[src/hw/rtl/pbf_pkg.sv]
// ----------------------------------------------------------------------------
// pbf_pkg
// Shared types, constants and generator helpers for the packet byte fuzzer.
// ----------------------------------------------------------------------------
package pbf_pkg;

  localparam int unsigned MAX_PACKET_BYTES = 65536;
  localparam int unsigned POS_W = $clog2(MAX_PACKET_BYTES);
  localparam logic [POS_W-1:0] POS_MAX = POS_W'(MAX_PACKET_BYTES - 1);

  localparam int unsigned CNT_W = 48;
  localparam int unsigned GEN_W = 32;
  localparam int unsigned ENT_W = 20;
  localparam int unsigned PROT_W = 16;

  localparam logic [GEN_W-1:0] GEN_CONST = 32'd2531011;
  localparam logic [GEN_W-1:0] CASTAGNOLI_REFLECTED = 32'h82F63B78;

  // (gen >> 3) mod PROB_SCALE by reciprocal multiply, one correction step
  localparam logic [ENT_W-1:0] PROB_SCALE = 20'd1000000;
  localparam int unsigned X_W = GEN_W - 3;
  localparam int unsigned RECIP_SH = 40;
  localparam logic [20:0] RECIP = 21'd1099511;
  localparam int unsigned Q_W = 10;
  localparam int unsigned REM_W = ENT_W + 1;

  localparam int unsigned ADDR_W = 4;
  localparam int unsigned DATA_W = 32;

  typedef enum logic [1:0] {
    REG_SEED    = 2'd0,
    REG_ENTROPY = 2'd1,
    REG_PROTECT = 2'd2
  } reg_idx_t;

  typedef struct packed {
    logic [7:0] data_byte;
    logic       last_byte;
  } in_req_t;

  typedef struct packed {
    logic [7:0]       out_byte;
    logic             was_fuzzed;
    logic             out_last;
    logic [CNT_W-1:0] total_count;
    logic [CNT_W-1:0] fuzzable_count;
    logic [CNT_W-1:0] fuzzed_count;
  } out_rsp_t;

  typedef struct packed {
    logic              seed_load;
    logic [GEN_W-1:0]  seed;
    logic [ENT_W-1:0]  entropy;
    logic [PROT_W-1:0] protect_bytes;
  } cfg_t;

  typedef logic [GEN_W-1:0][GEN_W-1:0] crc_mat_t;

  // 32 reflected crc32c shift steps, used at elaboration only
  function automatic logic [GEN_W-1:0] crc_shift32(input logic [GEN_W-1:0] v);
    logic [GEN_W-1:0] c;
    c = v;
    for (int i = 0; i < GEN_W; i++) begin
      c = c[0] ? ((c >> 1) ^ CASTAGNOLI_REFLECTED) : (c >> 1);
    end
    return c;
  endfunction

  function automatic crc_mat_t crc_cols();
    crc_mat_t m;
    for (int j = 0; j < GEN_W; j++) begin
      m[j] = crc_shift32(GEN_W'(1) << j);
    end
    return m;
  endfunction

  localparam crc_mat_t CRC_MAT = crc_cols();
  localparam logic [GEN_W-1:0] CRC_OFS = crc_shift32(GEN_CONST);

endpackage

[src/hw/rtl/pbf_cfg_regs.sv]
// ----------------------------------------------------------------------------
// pbf_cfg_regs
// APB register file holding seed, entropy and protected prefix length.
// ----------------------------------------------------------------------------
module pbf_cfg_regs import pbf_pkg::*; (
  input  logic              clk,
  input  logic              rst_n,
  input  logic              psel,
  input  logic              penable,
  input  logic              pwrite,
  input  logic [ADDR_W-1:0] paddr,
  input  logic [DATA_W-1:0] pwdata,
  output logic [DATA_W-1:0] prdata,
  output logic              pready,
  output cfg_t              cfg
);

  logic [GEN_W-1:0]  seed_r;
  logic [ENT_W-1:0]  entropy_r;
  logic [PROT_W-1:0] protect_r;
  logic              wr_en;
  reg_idx_t          idx;

  assign pready = 1'b1;
  assign idx    = reg_idx_t'(paddr[3:2]);
  assign wr_en  = psel && penable && pwrite;

  always_ff @(posedge clk) begin
    if (!rst_n) begin
      seed_r    <= '0;
      entropy_r <= '0;
      protect_r <= '0;
    end else if (wr_en) begin
      case (idx)
        REG_SEED:    seed_r    <= pwdata[GEN_W-1:0];
        REG_ENTROPY: entropy_r <= pwdata[ENT_W-1:0];
        REG_PROTECT: protect_r <= pwdata[PROT_W-1:0];
        default: ;
      endcase
    end
  end

  always_comb begin
    case (idx)
      REG_SEED:    prdata = seed_r;
      REG_ENTROPY: prdata = DATA_W'(entropy_r);
      REG_PROTECT: prdata = DATA_W'(protect_r);
      default:     prdata = '0;
    endcase
  end

  assign cfg.seed_load     = wr_en && (idx == REG_SEED);
  assign cfg.seed          = pwdata[GEN_W-1:0];
  assign cfg.entropy       = entropy_r;
  assign cfg.protect_bytes = protect_r;

endmodule

[src/hw/rtl/packet_byte_fuzzer.sv]
// ----------------------------------------------------------------------------
// packet_byte_fuzzer
// Corrupts packet bytes past a protected prefix with a crc32c driven generator.
// ----------------------------------------------------------------------------
// Takes one byte request per cycle while in_stall is low and returns one result
// per byte, in order, through s1_r, s2_r, s3_r and rsp_r. The generator advances
// by a single XOR network in the accept cycle, so consecutive bytes never wait
// on each other; the probability test (a reciprocal multiply, a multiply back
// and a compare) runs in the three stages behind it. Each stage holds under
// out_stall and frees as soon as its successor moves. Registers must be written
// through the APB port while the block is idle, which it does not enforce. A
// seed write loads the generator at once. No clearing pass is needed after reset.
module packet_byte_fuzzer import pbf_pkg::*; (
  input  logic              clk,
  input  logic              rst_n,
  input  logic              in_valid,
  output logic              in_stall,
  input  in_req_t           in_req,
  output logic              out_valid,
  input  logic              out_stall,
  output out_rsp_t          out_rsp,
  input  logic              psel,
  input  logic              penable,
  input  logic              pwrite,
  input  logic [ADDR_W-1:0] paddr,
  input  logic [DATA_W-1:0] pwdata,
  output logic [DATA_W-1:0] prdata,
  output logic              pready
);

  typedef struct packed {
    logic [7:0]       data_byte;
    logic             last_byte;
    logic             elig;
    logic [GEN_W-1:0] gen;
    logic [CNT_W-1:0] total;
    logic [CNT_W-1:0] fable;
    logic [Q_W-1:0]   quot;
    logic [REM_W-1:0] rem;
  } st_t;

  cfg_t cfg;

  pbf_cfg_regs u_cfg (
    .clk     (clk),
    .rst_n   (rst_n),
    .psel    (psel),
    .penable (penable),
    .pwrite  (pwrite),
    .paddr   (paddr),
    .pwdata  (pwdata),
    .prdata  (prdata),
    .pready  (pready),
    .cfg     (cfg)
  );

  logic [GEN_W-1:0] gen_r, gen_nxt, gen_step;
  logic [POS_W-1:0] pos_r, pos_nxt;
  logic [CNT_W-1:0] total_r, total_nxt, fable_r, fable_nxt, fzd_r, fzd_nxt;
  logic             v1_r, v2_r, v3_r, vo_r;
  logic             rdy1, rdy2, rdy3, rdyo;
  logic             in_acc, elig;
  st_t              s1_r, s1_nxt, s2_r, s2_nxt, s3_r, s3_nxt;
  out_rsp_t         rsp_r, rsp_nxt;
  logic [X_W+20:0]  prod;
  logic [29:0]      qmul;
  logic [ENT_W-1:0] rem_fix;
  logic             hit;

  assign rdyo     = !vo_r || !out_stall;
  assign rdy3     = !v3_r || rdyo;
  assign rdy2     = !v2_r || rdy3;
  assign rdy1     = !v1_r || rdy2;
  assign in_stall = !rdy1;
  assign in_acc   = in_valid && rdy1;

  assign out_valid = vo_r;
  assign out_rsp   = rsp_r;

  // accept stage: eligibility, generator step, position and counters
  always_comb begin
    gen_step = CRC_OFS;
    for (int j = 0; j < GEN_W; j++) begin
      if (gen_r[j]) gen_step = gen_step ^ CRC_MAT[j];
    end
    elig = (cfg.entropy != '0) && (pos_r >= cfg.protect_bytes);

    gen_nxt   = gen_r;
    pos_nxt   = pos_r;
    total_nxt = total_r;
    fable_nxt = fable_r;
    if (in_acc) begin
      total_nxt = total_r + CNT_W'(1);
      if (elig) begin
        gen_nxt   = gen_step;
        fable_nxt = fable_r + CNT_W'(1);
      end
      if (in_req.last_byte) begin
        pos_nxt = '0;
      end else if (pos_r != POS_MAX) begin
        pos_nxt = pos_r + POS_W'(1);
      end
    end
    if (cfg.seed_load) gen_nxt = cfg.seed;

    s1_nxt           = '0;
    s1_nxt.data_byte = in_req.data_byte;
    s1_nxt.last_byte = in_req.last_byte;
    s1_nxt.elig      = elig;
    s1_nxt.gen       = gen_step;
    s1_nxt.total     = total_nxt;
    s1_nxt.fable     = fable_nxt;
  end

  // reciprocal estimate of the quotient, low by at most one
  always_comb begin
    prod        = s1_r.gen[GEN_W-1:3] * RECIP;
    s2_nxt      = s1_r;
    s2_nxt.quot = prod[RECIP_SH+Q_W-1:RECIP_SH];
  end

  always_comb begin
    qmul       = s2_r.quot * PROB_SCALE;
    s3_nxt     = s2_r;
    s3_nxt.rem = REM_W'({1'b0, s2_r.gen[GEN_W-1:3]} - qmul);
  end

  // remainder correction, probability test and byte corruption
  always_comb begin
    rem_fix = (s3_r.rem >= REM_W'(PROB_SCALE)) ? ENT_W'(s3_r.rem - REM_W'(PROB_SCALE))
                                               : s3_r.rem[ENT_W-1:0];
    hit     = s3_r.elig && (rem_fix < cfg.entropy);
    fzd_nxt = fzd_r;
    if (v3_r && rdyo && hit) fzd_nxt = fzd_r + CNT_W'(1);

    rsp_nxt.out_byte       = hit ? (s3_r.data_byte ^ s3_r.gen[7:0]) : s3_r.data_byte;
    rsp_nxt.was_fuzzed     = hit;
    rsp_nxt.out_last       = s3_r.last_byte;
    rsp_nxt.total_count    = s3_r.total;
    rsp_nxt.fuzzable_count = s3_r.fable;
    rsp_nxt.fuzzed_count   = fzd_nxt;
  end

  always_ff @(posedge clk) begin
    if (!rst_n) begin
      gen_r   <= '0;
      pos_r   <= '0;
      total_r <= '0;
      fable_r <= '0;
      fzd_r   <= '0;
      v1_r    <= 1'b0;
      v2_r    <= 1'b0;
      v3_r    <= 1'b0;
      vo_r    <= 1'b0;
    end else begin
      gen_r   <= gen_nxt;
      pos_r   <= pos_nxt;
      total_r <= total_nxt;
      fable_r <= fable_nxt;
      fzd_r   <= fzd_nxt;
      if (rdy1) v1_r <= in_acc;
      if (rdy2) v2_r <= v1_r;
      if (rdy3) v3_r <= v2_r;
      if (rdyo) vo_r <= v3_r;
    end
  end

  always_ff @(posedge clk) begin
    if (rdy1) s1_r  <= s1_nxt;
    if (rdy2) s2_r  <= s2_nxt;
    if (rdy3) s3_r  <= s3_nxt;
    if (rdyo) rsp_r <= rsp_nxt;
  end

`ifndef SYNTHESIS
  a_gen_hold: assert property (@(posedge clk) disable iff (!rst_n)
    (in_acc && cfg.entropy == '0 && !cfg.seed_load) |=> $stable(gen_r))
    else $error("generator moved on a byte with fuzzing disabled");

  a_total_inc: assert property (@(posedge clk) disable iff (!rst_n)
    in_acc |=> (total_r == CNT_W'($past(total_r) + CNT_W'(1))))
    else $error("total count did not advance on request");

  a_pos_clear: assert property (@(posedge clk) disable iff (!rst_n)
    (in_acc && in_req.last_byte) |=> (pos_r == '0))
    else $error("position not cleared after last byte");

  a_stall_full: assert property (@(posedge clk) disable iff (!rst_n)
    (v3_r && !rdy3) |-> (vo_r && out_stall))
    else $error("stage three held without a stalled result");
`endif

endmodule
[config.mk]
export PLATFORM = sky130hd
export DESIGN_NAME = packet_byte_fuzzer
export DESIGN_NICKNAME = d
export VERILOG_FILES = /design/src/hw/rtl/pbf_pkg.sv /design/src/hw/rtl/pbf_cfg_regs.sv /design/src/hw/rtl/packet_byte_fuzzer.sv
export SDC_FILE = /design/constraint.sdc
export NUM_CORES = 2
export LEC_CHECK = 0
export BUFFER_PORTS_ARGS = -buffer_cell sky130_fd_sc_hd__buf_2
export CAP_MARGIN = 15
export CORE_ASPECT_RATIO = 2
export CORE_UTILIZATION = 49
export CTS_CLUSTER_DIAMETER = 200
export CTS_CLUSTER_SIZE = 24
export DETAILED_ROUTE_END_ITERATION = 8
export PLACE_DENSITY = 0.67
export SYNTH_ARGS = -nofsm -noshare
export SYNTH_HDL_FRONTEND = slang
export SYNTH_SLANG_ARGS = --single-unit
[constraint.sdc]
create_clock -name clk -period 7.52 [get_ports clk]
set_clock_uncertainty 0.2 [all_clocks]
set_input_delay 0.752 -clock clk [delete_from_list [all_inputs] [get_ports clk]]
set_output_delay 0.752 -clock clk [all_outputs]
set_load 0.05 [all_outputs]
==> flow_summary.json <==
{
  "outcome": "finished clean",
  "dr.first_iter.drc_count": 1407,
  "cap_violations": 0,
  "synth.most_common_cell": "edfxtp_1",
  "synth_top_area_share_pct": 38.0,
  "synth_area_leaders": "edfxtp_1 (38%), dfxtp_1 (12%), fa_1 (11%)",
  "grt_pass1_vias": 28000,
  "reg2reg_depth": 22,
  "antenna_found_initial": 9,
  "rows": 155,
  "postRouteAntennaNets": 0,
  "cts_buffer_depth": 3,
  "ys_seq_area_share_pct": 49.9,
  "synth_edf_count": 562,
  "hold_path_class": "in -> reg",
  "hold_violations": 0,
  "critPathMaxFanout": 6,
  "rsz0062_at_grt": "false",
  "cts.clk_slew.worst_paths_ps": 100,
  "hold-path-cell-count": 1,
  "min_period_ps": 7300,
  "die_x_um": 215,
  "drcViolationCount": 0,
  "cts_buffers": 40,
  "cp-end-kind": "flop",
  "slew_headroom_pct": 27.9,
  "grt_max_degree": 88,
  "async_flop_share_pct": 0,
  "fill_cells": 7832,
  "multi_input_area_um2": 19900,
  "syn_area_per_cell_um2": 12.0,
  "ys_seq_elements": 826,
  "firstDrtPassIters": 5,
  "syn_area_um2": 44400,
  "clk_latency_ps": 650,
  "cts_sinks": 826,
  "place_congestion": 0.983,
  "fin_area_um2": 48500,
  "syn-num-nets": 4320,
  "overflow": 0,
  "start_kind": "flop",
  "critical_path_required_ps": 7730,
  "drt-total-wl_um": 104000,
  "synth_top_cells_by_count": "edfxtp_1 (562), inv_1 (519), ha_1 (304)",
  "nets": 4564,
  "report.final.slew_viol_count": 0,
  "area_growth_pct": 9.03,
  "ys_warn_count": 0,
  "dieHeight_um": 428,
  "place_hpwl_um": 82500,
  "io_buffers": 237,
  "vias_per_cell": 5.21,
  "ios": 241,
  "dieArea_um2": 92000,
  "initial_core_util_pct": 49.6,
  "finalSetupTns_ps": 0,
  "vias": 26900,
  "track_usage_pct": 22.8,
  "drive_gt1_share_pct": 10.2,
  "tightest_slew_ps": 1080,
  "arrival_ps": 7510,
  "clock.fmax_mhz": 137,
  "grt_pass1_wl_um": 159000,
  "htree_levels": 2,
  "finalCritPeriodShare_pct": 97.1,
  "core_um2": 89600,
  "seqCellArea_um2": 22200,
  "path_class": "reg -> reg",
  "wl_per_cell_um": 20.1,
  "cts_tree": "yes",
  "netlist_instances": 3709,
  "place_area_um2": 47200,
  "synthFlopType": "edfxtp_1",
  "cts_root_buf": "clkbuf_16",
  "setup_viol": 0,
  "yosys.area.top_type": "edfxtp_1",
  "synth_cell_types": 72
}
[layout make-up]
class / count / area share, %
Antenna cell: 4 / 0.0207
Clock buffer: 70 / 2.30
Clock inverter: 4 / 0.127
Inverter: 520 / 4.04
Multi-Input combinational cell: 2256 / 41.2
Sequential cell: 826 / 45.7
Tap cell: 1177 / 3.04
Timing Repair Buffer: 309 / 3.58
[layout by cell type (no fill, tap or decap), drive strengths merged, types with 3 or more instances in the layout]
cell | netlist | routed
o31ai | 5 | 5
nor2b | 10 | 10
nand2 | 301 | 301
ha | 304 | 304
a21boi | 9 | 9
or4 | 3 | 3
nor4b | 4 | 4
nor3b | 3 | 3
a2111oi | 3 | 3
nand4 | 57 | 57
clkbuf | 80 | 70
inv | 520 | 522
mux2i | 40 | 40
mux2 | 22 | 22
nand2b | 34 | 34
nor3 | 39 | 39
o211ai | 14 | 14
edfxtp | 562 | 562
dfxtp | 264 | 264
nor4 | 13 | 13
o41ai | 3 | 3
xor2 | 145 | 145
a31oi | 5 | 5
xnor2 | 299 | 299
a21oi | 185 | 185
o21ai | 54 | 54
o21a | 4 | 4
nand3 | 81 | 81
and4 | 15 | 15
a211oi | 17 | 17
fa | 255 | 255
o21bai | 4 | 4
nor2 | 73 | 73
a21o | 26 | 26
and3 | 35 | 35
diode | 0 | 4
and2 | 153 | 153
buf | 27 | 309
or3 | 13 | 13
[worst max-delay path, stage by stage, from the launching register on]
cell	delay [ps]
edfxtp_1	630
ha_1	460
fa_1	560
inv_1	60
fa_1	560
inv_1	60
fa_1	520
fa_1	460
fa_1	550
inv_1	50
fa_1	520
inv_1	40
ha_1	310
nand4_1	140
a211oi_1	280
buf_4	160
o32ai_1	80
a21oi_1	300
buf_4	180
nand3_1	100
a211oi_1	420
nor2_1	130
o311ai_0	310
[final timing paths]
path                             endpoint  slack, ps  startpoint
worst max-delay path             s2_r[29]        220   s1_r[143]
worst min-delay path            s1_r[167]        110   in_req[7]
worst max register to register   s2_r[29]        220   s1_r[143]
worst min register to register   s2_r[95]        220    s1_r[95]
[metal layers]
metal	GRT usage [%]	part of all wire, %	vias to the layer above
li1	-	-	12800
met1	23.6	35	13100
met2	42.8	54	664
met3	2.83	4.5	280
met4	14.8	7.2	6
met5	0	0.037	-
[logic make-up after synthesis]
| kind of cell | synth area share, % |
|---|---|
| buf+inv | 5.37 |
| simple gates | 9.78 |
| flops | 49.9 |
| other cells | 0.00844 |
| xor+xnor | 8.87 |
| fa+ha+maj | 20.0 |
| mux | 1.46 |
| compound gates | 4.60 |
[per-stage QoR]
step / instances / hold slack [ps] / setup WS, ps / util (%)
after global routing: 5162 / 98.1 / 0.870 / 54.1
after floorplan: 3709 / 200 / 1050 / -
after CTS: 5155 / 67.3 / 264 / 54.0
after global placement: 5081 / 200 / 359 / 52.7
after detailed placement: 5081 / 205 / 281 / 52.7
final: 5166 / 107 / 221 / 54.1
[flip-flops by register name (all words and copies together), names as in the netlist]
signal           cells
v2_r                 1
s3_r                33
s2_r               140
pos_r               16
rsp_nxt             97
total_r             48
gen_r               32
out_rsp            154
fable_r             48
v3_r                 1
u_cfg.seed_r        32
out_valid            1
v1_r                 1
s1_r               138
u_cfg.entropy_r     20
fzd_r               48
u_cfg.protect_r     16
[what timing repair did]
item                                    4_1_cts  5_1_grt
gates resized for setup                       0        0
endpoints found under the setup margin        0        1
hold buffers                                  0        0
buffers inserted                              0        6
Power is left out: the tool's default activity adds up to more than one toggle a clock period on the data nets, which glitch-free logic cannot reach.
